**config.mk**
```make
export PLATFORM = sky130hd
export DESIGN_NAME = sfc_core
export DESIGN_NICKNAME = d
export VERILOG_FILES = /design/src/sfc_pkg.sv /design/src/sfc_core.sv
export SDC_FILE = /design/constraint.sdc
export NUM_CORES = 1
export LEC_CHECK = 0
export BUFFER_PORTS_ARGS = -buffer_cell sky130_fd_sc_hd__buf_4
export CORE_AREA = 5 5 311 313
export CTS_CLUSTER_DIAMETER = 120
export DETAILED_ROUTE_END_ITERATION = 10
export DIE_AREA = 0 0 316 318
export PLACE_DENSITY = 0.62
export REMOVE_ABC_BUFFERS = 1
export SKIP_CTS_REPAIR_TIMING = 1
export SYNTH_ARGS = -nofsm -noshare
export SYNTH_HDL_FRONTEND = slang
export SYNTH_SLANG_ARGS = --single-unit
```
**constraint.sdc**
```tcl
create_clock -name clk_i -period 22.5 [get_ports clk_i]
set_input_delay 4.5 -clock clk_i [delete_from_list [all_inputs] [get_ports clk_i]]
set_output_delay 4.5 -clock clk_i [all_outputs]
set_load 0.03 [all_outputs]
```
**src/sfc_pkg.sv**
```systemverilog
// Shared types, constants and the CRC32C byte update for the state frame checker.
package sfc_pkg;

  localparam int unsigned CountW     = 34;
  localparam int unsigned CfgIdxW    = 3;
  localparam int unsigned CfgDataW   = 32;
  localparam int unsigned HdrBytes   = 36;
  localparam int unsigned HdrCrcSpan = 32;
  localparam int unsigned EndBytes   = 4;
  localparam int unsigned QDepth     = 3;
  localparam int unsigned QCntW      = 2;

  localparam logic [CountW-1:0] CountMax = {CountW{1'b1}};
  localparam logic [31:0]       CrcPoly  = 32'h82F6_3B78;
  localparam logic [31:0]       CrcInit  = 32'hFFFF_FFFF;

  localparam logic [31:0] MaxPayloadRst    = 32'd16777216;
  localparam logic [31:0] MagicWordRst     = 32'd0;
  localparam logic [15:0] FormatVersionRst = 16'd1;
  localparam logic [31:0] EndWordRst       = 32'd0;

  typedef enum logic [CfgIdxW-1:0] {
    CfgMaxPayload    = 3'd0,
    CfgMagicWord     = 3'd1,
    CfgFormatVersion = 3'd2,
    CfgEndWord       = 3'd3
  } cfg_idx_e;

  typedef enum logic [2:0] {
    StOk       = 3'd0,
    StPartial  = 3'd1,
    StTooLarge = 3'd2,
    StCorrupt  = 3'd3,
    StIncompat = 3'd4,
    StBadCrc   = 3'd5,
    StTrailing = 3'd6
  } status_e;

  typedef struct packed {
    logic [31:0] max_payload;
    logic [31:0] magic_word;
    logic [15:0] format_version;
    logic [31:0] end_word;
  } cfg_t;

  typedef struct packed {
    logic        kind;
    logic [7:0]  payload_byte;
    status_e     status;
    logic [63:0] epoch;
    logic [63:0] sequence_res;
    logic [31:0] decl_len;
  } result_t;

  // Results caused by one accepted byte: a pass-through first, then a verdict.
  typedef struct packed {
    logic    pass_vld;
    logic    verdict_vld;
    result_t pass_res;
    result_t verdict_res;
  } push_t;

  function automatic logic [31:0] crc32c_byte(input logic [31:0] acc, input logic [7:0] b);
    logic [31:0] c;
    c = acc ^ {24'd0, b};
    for (int k = 0; k < 8; k++) begin
      c = c[0] ? ((c >> 1) ^ CrcPoly) : (c >> 1);
    end
    return c;
  endfunction

endpackage

```
**src/sfc_core.sv**
```systemverilog
// Header capture, CRCs, payload pass-through and verdict for one accepted byte a cycle.
module sfc_core (
  input  logic             clk_i,
  input  logic             rst_ni,
  input  logic             accept_i,
  input  logic [7:0]       data_byte_i,
  input  logic             final_byte_i,
  input  sfc_pkg::cfg_t    cfg_i,
  output sfc_pkg::push_t   push_o
);
  import sfc_pkg::*;

  logic [CountW-1:0] byte_count_q, byte_count_d;
  logic [31:0] hdr_crc_q, hdr_crc_d, hdr_crc_u;
  logic [31:0] pay_crc_q, pay_crc_d, pay_crc_u;
  logic [31:0] magic_q, magic_d, magic_u;
  logic [15:0] format_q, format_d, format_u;
  logic [15:0] flags_q, flags_d, flags_u;
  logic [63:0] epoch_q, epoch_d, epoch_u;
  logic [63:0] seq_q, seq_d, seq_u;
  logic [31:0] len_q, len_d, len_u;
  logic [31:0] pcrc_q, pcrc_d, pcrc_u;
  logic [31:0] hcrc_q, hcrc_d, hcrc_u;
  logic [31:0] end_q, end_d, end_u;

  logic [CountW-1:0] off, pay_end, total, expected, size_limit;
  logic              not_sat, pass, in_end;
  logic [1:0]        end_lane;
  status_e           status;

  assign off      = byte_count_q;
  assign pay_end  = CountW'(HdrBytes) + {2'b00, len_q};
  assign not_sat  = (off != CountMax);
  assign end_lane = off[1:0] - len_q[1:0];

  always_comb begin
    hdr_crc_u = hdr_crc_q;
    pay_crc_u = pay_crc_q;
    magic_u   = magic_q;
    format_u  = format_q;
    flags_u   = flags_q;
    epoch_u   = epoch_q;
    seq_u     = seq_q;
    len_u     = len_q;
    pcrc_u    = pcrc_q;
    hcrc_u    = hcrc_q;
    end_u     = end_q;
    pass      = 1'b0;
    in_end    = 1'b0;

    if (off < CountW'(HdrCrcSpan)) begin
      hdr_crc_u = crc32c_byte(hdr_crc_q, data_byte_i);
    end

    // Header fields are zero until their bytes arrive, so a lane write equals an OR.
    if (off < CountW'(4)) begin
      magic_u[8*off[1:0] +: 8] = data_byte_i;
    end else if (off < CountW'(6)) begin
      format_u[8*off[0] +: 8] = data_byte_i;
    end else if (off < CountW'(8)) begin
      flags_u[8*off[0] +: 8] = data_byte_i;
    end else if (off < CountW'(16)) begin
      epoch_u[8*off[2:0] +: 8] = data_byte_i;
    end else if (off < CountW'(24)) begin
      seq_u[8*off[2:0] +: 8] = data_byte_i;
    end else if (off < CountW'(28)) begin
      len_u[8*off[1:0] +: 8] = data_byte_i;
    end else if (off < CountW'(32)) begin
      pcrc_u[8*off[1:0] +: 8] = data_byte_i;
    end else if (off < CountW'(HdrBytes)) begin
      hcrc_u[8*off[1:0] +: 8] = data_byte_i;
    end else if (not_sat && (off < pay_end)) begin
      pass      = 1'b1;
      pay_crc_u = crc32c_byte(pay_crc_q, data_byte_i);
    end else if (not_sat && (off < pay_end + CountW'(EndBytes))) begin
      in_end = 1'b1;
      end_u[8*end_lane +: 8] = data_byte_i;
    end
  end

  assign total      = not_sat ? off + CountW'(1) : off;
  assign expected   = CountW'(HdrBytes + EndBytes) + {2'b00, len_u};
  assign size_limit = {2'b00, cfg_i.max_payload} + CountW'(HdrBytes + 8);

  // Checks in a fixed order; the first failing one decides.
  always_comb begin
    if (total < CountW'(HdrBytes + EndBytes)) begin
      status = StPartial;
    end else if (total > size_limit) begin
      status = StTooLarge;
    end else if (magic_u != cfg_i.magic_word) begin
      status = StCorrupt;
    end else if (format_u != cfg_i.format_version) begin
      status = StIncompat;
    end else if (flags_u != 16'd0) begin
      status = StCorrupt;
    end else if (~hdr_crc_u != hcrc_u) begin
      status = StBadCrc;
    end else if (len_u > cfg_i.max_payload) begin
      status = StTooLarge;
    end else if (total != expected) begin
      status = (total < expected) ? StPartial : StTrailing;
    end else if (~pay_crc_u != pcrc_u) begin
      status = StBadCrc;
    end else if (end_u != cfg_i.end_word) begin
      status = StCorrupt;
    end else begin
      status = StOk;
    end
  end

  always_comb begin
    push_o.pass_vld                 = accept_i && pass;
    push_o.pass_res.kind            = 1'b0;
    push_o.pass_res.payload_byte    = data_byte_i;
    push_o.pass_res.status          = StOk;
    push_o.pass_res.epoch           = 64'd0;
    push_o.pass_res.sequence_res    = 64'd0;
    push_o.pass_res.decl_len        = 32'd0;
    push_o.verdict_vld              = accept_i && final_byte_i;
    push_o.verdict_res.kind         = 1'b1;
    push_o.verdict_res.payload_byte = 8'd0;
    push_o.verdict_res.status       = status;
    push_o.verdict_res.epoch        = epoch_u;
    push_o.verdict_res.sequence_res = seq_u;
    push_o.verdict_res.decl_len     = len_u;
  end

  always_comb begin
    byte_count_d = byte_count_q;
    hdr_crc_d    = hdr_crc_q;
    pay_crc_d    = pay_crc_q;
    magic_d      = magic_q;
    format_d     = format_q;
    flags_d      = flags_q;
    epoch_d      = epoch_q;
    seq_d        = seq_q;
    len_d        = len_q;
    pcrc_d       = pcrc_q;
    hcrc_d       = hcrc_q;
    end_d        = end_q;
    if (accept_i) begin
      if (final_byte_i) begin
        byte_count_d = '0;
        hdr_crc_d    = CrcInit;
        pay_crc_d    = CrcInit;
        magic_d      = '0;
        format_d     = '0;
        flags_d      = '0;
        epoch_d      = '0;
        seq_d        = '0;
        len_d        = '0;
        pcrc_d       = '0;
        hcrc_d       = '0;
        end_d        = '0;
      end else begin
        byte_count_d = total;
        hdr_crc_d    = hdr_crc_u;
        pay_crc_d    = pay_crc_u;
        magic_d      = magic_u;
        format_d     = format_u;
        flags_d      = flags_u;
        epoch_d      = epoch_u;
        seq_d        = seq_u;
        len_d        = len_u;
        pcrc_d       = pcrc_u;
        hcrc_d       = hcrc_u;
        end_d        = end_u;
      end
    end
  end

  always_ff @(posedge clk_i or negedge rst_ni) begin
    if (!rst_ni) begin
      byte_count_q <= '0;
      hdr_crc_q    <= CrcInit;
      pay_crc_q    <= CrcInit;
      magic_q      <= '0;
      format_q     <= '0;
      flags_q      <= '0;
      epoch_q      <= '0;
      seq_q        <= '0;
      len_q        <= '0;
      pcrc_q       <= '0;
      hcrc_q       <= '0;
      end_q        <= '0;
    end else begin
      byte_count_q <= byte_count_d;
      hdr_crc_q    <= hdr_crc_d;
      pay_crc_q    <= pay_crc_d;
      magic_q      <= magic_d;
      format_q     <= format_d;
      flags_q      <= flags_d;
      epoch_q      <= epoch_d;
      seq_q        <= seq_d;
      len_q        <= len_d;
      pcrc_q       <= pcrc_d;
      hcrc_q       <= hcrc_d;
      end_q        <= end_d;
    end
  end

  a_final_clears: assert property (@(posedge clk_i) disable iff (!rst_ni)
    (accept_i && final_byte_i) |=> (byte_count_q == '0))
    else $error("byte count not cleared after a verdict");

  a_pass_after_hdr: assert property (@(posedge clk_i) disable iff (!rst_ni)
    push_o.pass_vld |-> (byte_count_q >= CountW'(HdrBytes)))
    else $error("pass-through inside the header");

  a_count_grows: assert property (@(posedge clk_i) disable iff (!rst_ni)
    (accept_i && !final_byte_i) |=> (byte_count_q >= $past(byte_count_q)))
    else $error("byte count went backward within a file");

  a_end_not_pass: assert property (@(posedge clk_i) disable iff (!rst_ni)
    !(pass && in_end))
    else $error("byte taken as both payload and end word");

endmodule

```
==> results.md, run 1 <==
- The post-synthesis to final-layout area growth is 14.5%.
- The die span in y is 318 um.
- The via count of the first global-routing pass is 27610.
- The max-capacitance violation count is 0.
- In this run the mean area of a mapped cell was 8.84 um^2.
- The congestion estimate from routability-driven global placement came to 0.959.
- The initial standard-cell utilization of the core is 34.5%.
- The count of final hold-check violations is 0.
- In this run the static leakage power is 16.6 nW.
- The maximum fanout count along the critical path is 19.
- The sequential-to-total area share from yosys stat is 32.5%.
- The average wire per cell in the routed design is 23.5 um.
- The detailed placement HPWL is 91.3 mm.
- The final-layout setup total negative slack is 0 ns.
- The post-route cell area is 0.0371 mm^2.
- The number of I/O port buffers is 296.
- TritonCTS built the clock tree.
- Using the TritonRoute via totals, the vias-per-cell ratio works out to 5.57.
- Summed over all layers, the routed wires come to 122 mm.
- The first routing iteration left 3103 violations.
- The share of total power in combinational logic is 36.3%.
- The row count is 113.
- The core region is 0.0940 mm^2.
- The final critical path time including I/O delays and setup is 16.20 ns.
- CTS built an H-tree with a depth of 2.
- The cell area after synthesis is 0.0324 mm^2.
- The depth of the worst register-to-register path is 20.
- The cell family contributing the most delay on the critical path is simple AND/OR/NAND/NOR gates.
- The clock root buffer master is sky130_fd_sc_hd__clkbuf_16.
- The chip width is 316 um.
- The net count of the finished layout is 4202.
- Of all flip-flops after synthesis, the portion carrying an async set or reset was 100%.
- After synthesis the netlist holds a flip-flop and latch count of 418.
- The clock skew is 0.0343 ns.
- Fill cells in the final layout number 9485.
- The initial antenna violation count is 6.
- In this run the deepest clock path goes through 3 buffers.
- The critical path's slowest cell is sky130_fd_sc_hd__nor3_1.
- The number of remaining DRC errors is 0.
- In this run the most critical hold path is launched from pcrc_q[16].
- The number of I/O pins is 470.
- In the final layout, flip-flops and latches occupy 0.0105 mm^2.
- For this design the ratio of total power to cell area is 72.5 mW/mm^2.
- The cell depth of the worst hold path is 2.
- The class of the worst hold path is reg2reg.
- The number of unique standard cell types used by synthesis is 89.
- The cell with the most instances after synthesis is sky130_fd_sc_hd__dfrtp_1.
- In the synthesized netlist, the cells that appear most often are sky130_fd_sc_hd__dfrtp_1 (354), sky130_fd_sc_hd__nand2_1 (349), sky130_fd_sc_hd__xnor2_1 (303).
- The maximum clock frequency is 61.7 MHz.
- In this run switching power makes up 37.1% of total power.
- The worst setup path is of the in2out kind.
- The startpoint of the most critical register-to-register path is len_q[4].
- The post-route fraction of the period consumed by the critical path is 72.0%.
- The instance area after placement is 0.0353 mm^2.
- The end of the worst hold path is pcrc_q[16].
- The latest clock arrival within the worst-skew pair is 0.62 ns.
- The kind of end point of the critical path is a primary output.
- The max-slew headroom at the worst pin is 19.3%.
- The number of max-slew violations in the final report is 0.
- The most used flip-flop cell after synthesis is sky130_fd_sc_hd__dfrtp_1.
- Across the VDD grid, the largest voltage drop is 0.0000802 V.
- The required time of the critical path is 18.00 ns.
- In this run, the clock network consumes 33.0% of the power.
- The leading area contributor after synthesis is sky130_fd_sc_hd__dfrtp_1.
- The die covers 0.100 mm^2.
- The count of nets left with antenna violations once routing finished came out at 0.
- By area the synthesized netlist is led by sky130_fd_sc_hd__dfrtp_1 (27%), sky130_fd_sc_hd__xnor2_1 (8.2%), sky130_fd_sc_hd__ha_1 (6.9%).
- The clock slew seen by the registers of the worst setup and hold paths is 0.06 ns.
- The combined area of the multi-input logic cells is 0.0200 mm^2.
- Setup repair after global routing left no endpoint under its margin.
- After technology mapping, the gate count stands at 3666.
- The worst-margin pin slew is 1.20 ns.
- The overall fraction of global-route tracks in use is 23.1%.
- The maximum single-stage delay on the critical path is 0.71 ns.
- The largest net degree at the start of global routing is 172.
- The run finished with clean final reports.
- The total congestion overflow is 0.
- For this design, the sink count on the clock tree is 418.
- The buffer and inverter count on the worst path is 4.
- The worst register-to-register path has a setup slack of 15.07 ns.
- STA classifies the critical path startpoint as an input pin.
- The count of warnings emitted by yosys is 0.
- The synthesized design devotes to its leading area cell type 27.3% of total area.
- Cells with a size suffix above 1 make up 17.0% of the layout.
- Summing over every cut layer, the via total after detailed routing is 28977.
- The number of detailed-routing iterations run before antenna repair is 7.
- The destination of the worst register-to-register timing path is end_q[8].
- Setup violations remaining at the end of the flow were counted as 0.
- The design internal power is 1.69 mW.
- The sequential group share of total power is 30.7%.
- Data arrives at the worst endpoint at 11.70 ns.
- The number of synthesized flops with an enable pin is 0.
- The number of clock buffers inserted by TritonCTS is 50.
- The first global-routing pass estimated 180 mm of wire.
- For this design the total switching power over the nets is 0.999 mW.
## area by class of cell
cell class	count	area share [%]
inverters	146	1.49
diodes	3	0.0202
well taps	1265	4.27
clock inverters	20	0.830
multi-input cells	2933	53.9
repair buffers	349	7.15
clock buffers	73	3.93
flip-flops and latches	418	28.4
## power by group through the flow
stage          Combinational, mW  Clock, mW  Sequential (mW)
2_1_floorplan              0.677          0            0.832
3_3_place_gp               0.943          0            0.837
3_5_place_dp               0.950          0            0.837
4_1_cts                    0.955      0.901            0.825
5_1_grt                     1.03      0.931            0.828
6_report                   0.976      0.889            0.826
## worst max path at each step
stage | startpoint | to | slack (ns) | cells after the start
3_3_place_gp | data_byte_i[5] | push_o[160] | 6.70 | 26
6_report | data_byte_i[5] | push_o[160] | 6.30 | 26
3_5_place_dp | data_byte_i[4] | push_o[160] | 6.46 | 26
4_1_cts | data_byte_i[4] | push_o[160] | 6.42 | 26
2_1_floorplan | data_byte_i[4] | push_o[160] | 8.05 | 22
5_1_grt | data_byte_i[4] | push_o[160] | 5.79 | 26
## stage by stage
stage	util [%]	worst slack (ns)	power, mW	std cells	hold slack (ns)
after floorplan	-	8.05	1.51	3497	0.446
after global placement	37.6	6.70	1.78	5111	0.461
after detailed placement	37.6	6.46	1.79	5111	0.466
after CTS	39.4	6.42	2.68	5204	0.480
after global routing	39.4	5.79	2.79	5204	0.501
final	39.4	6.30	2.69	5207	0.479
## cells by family after synthesis
kind of cell,Yosys count,synth area share [%]
simple gates,1072,16.2
compound gates,889,18.1
fa+ha+maj,180,6.97
other cells,2,0.0232
xor+xnor,444,12.5
mux,174,5.88
buf+inv,487,7.84
flops,418,32.5
## worst min-delay path, stage by stage, from the launching register on
cell and delay [ns]:
sky130_fd_sc_hd__dfrtp_1 0.34, sky130_fd_sc_hd__nand2_1 0.04, sky130_fd_sc_hd__o21ai_0 0.06
## cell usage in the layout, fill, tap and decap left out, drive strengths merged, types with 19 or more instances in the layout
master,count
a21o,38
a21oi,194
a22o,186
and2,24
and3,22
buf,349
clkbuf,73
conb,174
dfrtp,354
dfstp,64
ha,179
inv,145
mux2,130
mux2i,44
nand2,349
nand2b,31
nand3,86
nand4,71
nor2,233
nor2b,19
nor3,111
nor4,45
o21ai,268
o22ai,28
o2bb2ai,31
xnor2,308
xor2,130
## registers in the layout, summed over array words and instances (netlist names)
register      count
byte_count_q     34
end_q            32
epoch_q          64
flags_q          16
format_q         16
hcrc_q           32
hdr_crc_q        32
len_q            32
magic_q          32
pay_crc_q        32
pcrc_q           32
seq_q            64
## metal layers
metal  wire (um)  part of all wire [%]  track usage [%]  vias to the layer above
li1            -                     -                -                    13219
met1       51100                    42             31.5                    14124
met2       53400                    44             35.4                     1374
met3       12700                    10             6.05                      254
met4        5250                   4.3             8.57                        6
met5          41                 0.033                0                        -
Note: power is estimated with default switching activity, not from simulation.
==> run 2, diff against run 1 <==
--- a/config.mk
+++ b/config.mk
@@ -5,12 +5,13 @@
 export SDC_FILE = /design/constraint.sdc
 export NUM_CORES = 1
 export LEC_CHECK = 0
+export ABC_AREA = 1
 export BUFFER_PORTS_ARGS = -buffer_cell sky130_fd_sc_hd__buf_4
-export CORE_AREA = 5 5 311 313
+export CORE_AREA = 5 5 320 322
 export CTS_CLUSTER_DIAMETER = 120
 export DETAILED_ROUTE_END_ITERATION = 10
-export DIE_AREA = 0 0 316 318
-export PLACE_DENSITY = 0.62
+export DIE_AREA = 0 0 325 327
+export PLACE_DENSITY = 0.64
 export REMOVE_ABC_BUFFERS = 1
 export SKIP_CTS_REPAIR_TIMING = 1
 export SYNTH_ARGS = -nofsm -noshare
==> constraint.sdc (replaced) <==
create_clock -name clk_i -period 13.05 [get_ports clk_i]
set_input_delay 2.61 -clock clk_i [delete_from_list [all_inputs] [get_ports clk_i]]
set_output_delay 2.61 -clock clk_i [all_outputs]
set_load 0.03 [all_outputs]
==> run 2 against run 1 <==
Compared with the run above: sequential power increased by 72%; total power increased by 82%; non-clock buffer count decreased by 24; clock-buffer cell count decreased by 1; critical path depth increased by 24; largest cell class unchanged; highest routed layer unchanged.
==> results.md, run 2 <==
- Entering global routing, the biggest net connects 152 pins.
- The switching power is 1.95 mW.
- The clock slew seen by the registers of the worst setup and hold paths is 0.06 ns.
- Clock skew on the completed layout was measured at 0.0260 ns.
- The setup slack after placement is 1.99 ns.
- The overall fraction of global-route tracks in use is 23.2%.
- The maximum clock frequency is 88.6 MHz.
- Dividing the detail-routed via count by the number of cells gives 5.21.
- Counting flops with a built-in enable in the synthesized netlist gives 0.
- The top cell types in the final layout, fill and taps aside, are sky130_fd_sc_hd__nand2_1 (1101), sky130_fd_sc_hd__inv_1 (714), sky130_fd_sc_hd__o21ai_0 (434).
- In this run the deepest clock path goes through 3 buffers.
- In this run the horizontal extent of the chip is 325 um.
- Of the cells placed in the final design, the portion with a size suffix greater than 1 is 11.7%.
- The initial standard-cell utilization of the core is 34.6%.
- The internal power of the cells totals 2.95 mW.
- Sorting the synthesized cells by how often they occur yields sky130_fd_sc_hd__nand2_1 (1101), sky130_fd_sc_hd__inv_1 (715), sky130_fd_sc_hd__o21ai_0 (434).
- The maximum single-stage delay on the critical path is 0.59 ns.
- The die span in y is 327 um.
- The post-route fraction of the period consumed by the critical path is 86.5%.
- The cell leakage power is 19.9 nW.
- Data arrives at the worst endpoint at 8.67 ns.
- STA puts the critical path data required time at 10.44 ns.
- The number of max-slew violations in the final report was 0.
- Setup repair after global routing left no endpoint under its margin.
- Net switching is 39.9% of the power.
- The number of remaining DRC errors is 0.
- The worst pin sits at a relative slew slack of 20.7%.
- The kind of critical path is reg2out.
- The latest clock arrival within the worst-skew pair is 0.65 ns.
- The clock tree synthesis step divided the H-tree into 2 levels.
- The synthesized netlist occupies a cell area of 0.0344 mm^2.
- In the synthesized netlist the dominant register cell turns out to be sky130_fd_sc_hd__dfrtp_1.
- The post-synthesis cell count is 4849.
- The count of warnings emitted by yosys is 0.
- In this run, the number of DRC markers left after iteration 0 of detailed routing was 3274.
- TritonCTS built the clock tree.
- The routed layout has 33262 vias.
- The critical path's slowest cell is sky130_fd_sc_hd__nor4_1.
- Once detailed placement completed, the half-perimeter wirelength came to 97.4 mm.
- Among the stages of the critical path, the cell type that occurs most often is sky130_fd_sc_hd__nand2_1.
- The area growth from synthesis to layout is 13.2%.
- Of all nets on the critical path, the largest fanout is 20.
- Of all cell types, the one taking the most synthesized area is sky130_fd_sc_hd__dfrtp_1.
- Ranked by total cell area, the synthesized netlist is headed by sky130_fd_sc_hd__dfrtp_1 (26%), sky130_fd_sc_hd__nand2_1 (12%), sky130_fd_sc_hd__inv_1 (7.8%).
- The die outline area is 0.106 mm^2.
- The kind of end point of the critical path is a primary output.
- The cell with the most instances after synthesis is sky130_fd_sc_hd__nand2_1.
- The power share of the clock group is 33.1%.
- The count of final hold-check violations is 0.
- TritonCTS created 53 clock buffers.
- The row count is 116.
- At the pin with the least slew margin, the transition time is 1.18 ns.
- Counting flops and latches in the post-synthesis netlist gives 418.
- In the synthesized netlist the async set-or-reset flop fraction comes to 100%.
- The placeable core region is 0.0993 mm^2.
- The proportion of netlist area held by the largest area contributor is 25.8%.
- The final critical path time including I/O delays and setup is 11.28 ns.
- The flow ran to the end, and the final reports show no timing, DRC or antenna violations.
- The share of total power dissipated in sequential elements is 29.0%.
- Across the run, the number of max-cap violations was 0.
- The cell sitting at the root of the clock tree is a sky130_fd_sc_hd__clkbuf_16.
- The weighted congestion reported at the end of routability-driven placement is 0.970.
- The final-report setup violation count is 0.
- Sequential elements use 30.7% of the synthesized area.
- The wire length of the first global-routing pass is 194 mm.
- The power per standard cell area is 126 mW/mm^2.
- Total power for the finished layout comes to 4.90 mW.
- The average wire per cell in the routed design is 20.2 um.
- The worst hold slack across all endpoints is 0.481 ns.
- The initial antenna violation count is 3.
- The number of I/O port buffers is 296.
- Across all setup checks in the final design, the least slack found is 1.77 ns.
- The via count of the first global-routing pass is 31376.
- The number of detailed-routing iterations run before antenna repair is 8.
- IR analysis of the VDD net gives a maximum drop of 0.0000967 V.
- The share of total power in combinational logic is 37.9%.
- The most frequent standard cell in the layout excluding fill and tap cells is sky130_fd_sc_hd__nand2_1.
- The count of clock tree sinks is 418.
- The remaining antenna violation count is 0.
- The net count of the finished layout is 5344.
- The final-layout setup total negative slack is 0 ns.
- In this run the count of I/O pins placed on the die edge is 470.
- The critical path launch point type is a flop.
- The largest registers in the layout are epoch_q (64), seq_q (64), byte_count_q (34).
- The wire length after detailed routing is 129 mm.
- A synthesized cell averages 7.09 um^2.
- The class of the worst hold path is reg2reg.
- The total congestion overflow is 0.
- The number of unique standard cell types used by synthesis is 69.
-- run 2: final cells by class --
type                            instances  area, um^2
Fill cell                           10343       60400
Multi-Input combinational cell       3508       19600
Sequential cell                       418       10500
Inverter                              734        2770
Timing Repair Buffer                  325        2480
Tap cell                             1298        1620
Clock buffer                           72        1510
Clock inverter                         27         384
Antenna cell                            1        2.50
-- run 2: logic make-up (layout without fill, tap and decap cells) --
logic type	Yosys count	count (layout)	share of synthesized area, %
DFF	418	418	30.7
xor gates and xnor gates	330	330	8.74
adders and majority gates	180	180	6.57
other	2	175	0.0218
buffers and inverters	1095	1158	14.3
AOI/OAI and AO/OA	927	927	15.7
and+or+nand+nor	1897	1897	24.0
-- run 2: worst paths after layout --
path	start	to	slack, ns	depth (start not counted)
worst max-delay path	len_q[2]	push_o[161]	1.77	50
worst min-delay path	pcrc_q[11]	pcrc_q[11]	0.48	2
worst max register to register	len_q[2]	end_q[21]	6.26	38
worst min register to register	pcrc_q[11]	pcrc_q[11]	0.48	2
max in group asynchronous	rst_ni	format_q[9]	8.89	3
min in group asynchronous	rst_ni	seq_q[55]	1.97	1
-- run 2: routing by layer --
layer | wire length, um | global-route usage [%] | share of wire [%]
met2 | 59500 | 37.7 | 46
met1 | 54100 | 31.2 | 42
met4 | 5780 | 9.17 | 4.5
met5 | 20 | 0 | 0.015
met3 | 9790 | 3.42 | 7.6
-- run 2: stage by stage --
stage,utilization [%],instances,cell area (um^2)
after global placement,37.3,6283,37000
after CTS,39.2,6382,38900
after detailed placement,37.3,6283,37000
final,39.2,6383,38900
after floorplan,-,4660,32900
after global routing,39.2,6383,38900
-- run 2: worst max-delay path, delay by kind of cell (launching register included) --
family,cells,cell delay (ns)
xor+xnor,2,0.44
flops,1,0.49
buf+inv,7,0.92
simple gates,36,5.19
fa+ha+maj,2,0.52
compound gates,3,0.46
-- run 2: power by group through the flow --
stage                     registers, mW  logic [mW]  clock network [mW]
after floorplan                    1.44        1.29                   0
after CTS                          1.42        1.83                1.64
final                              1.42        1.86                1.62
after global routing               1.43        2.04                1.69
after global placement             1.44        1.81                   0
after detailed placement           1.44        1.82                   0
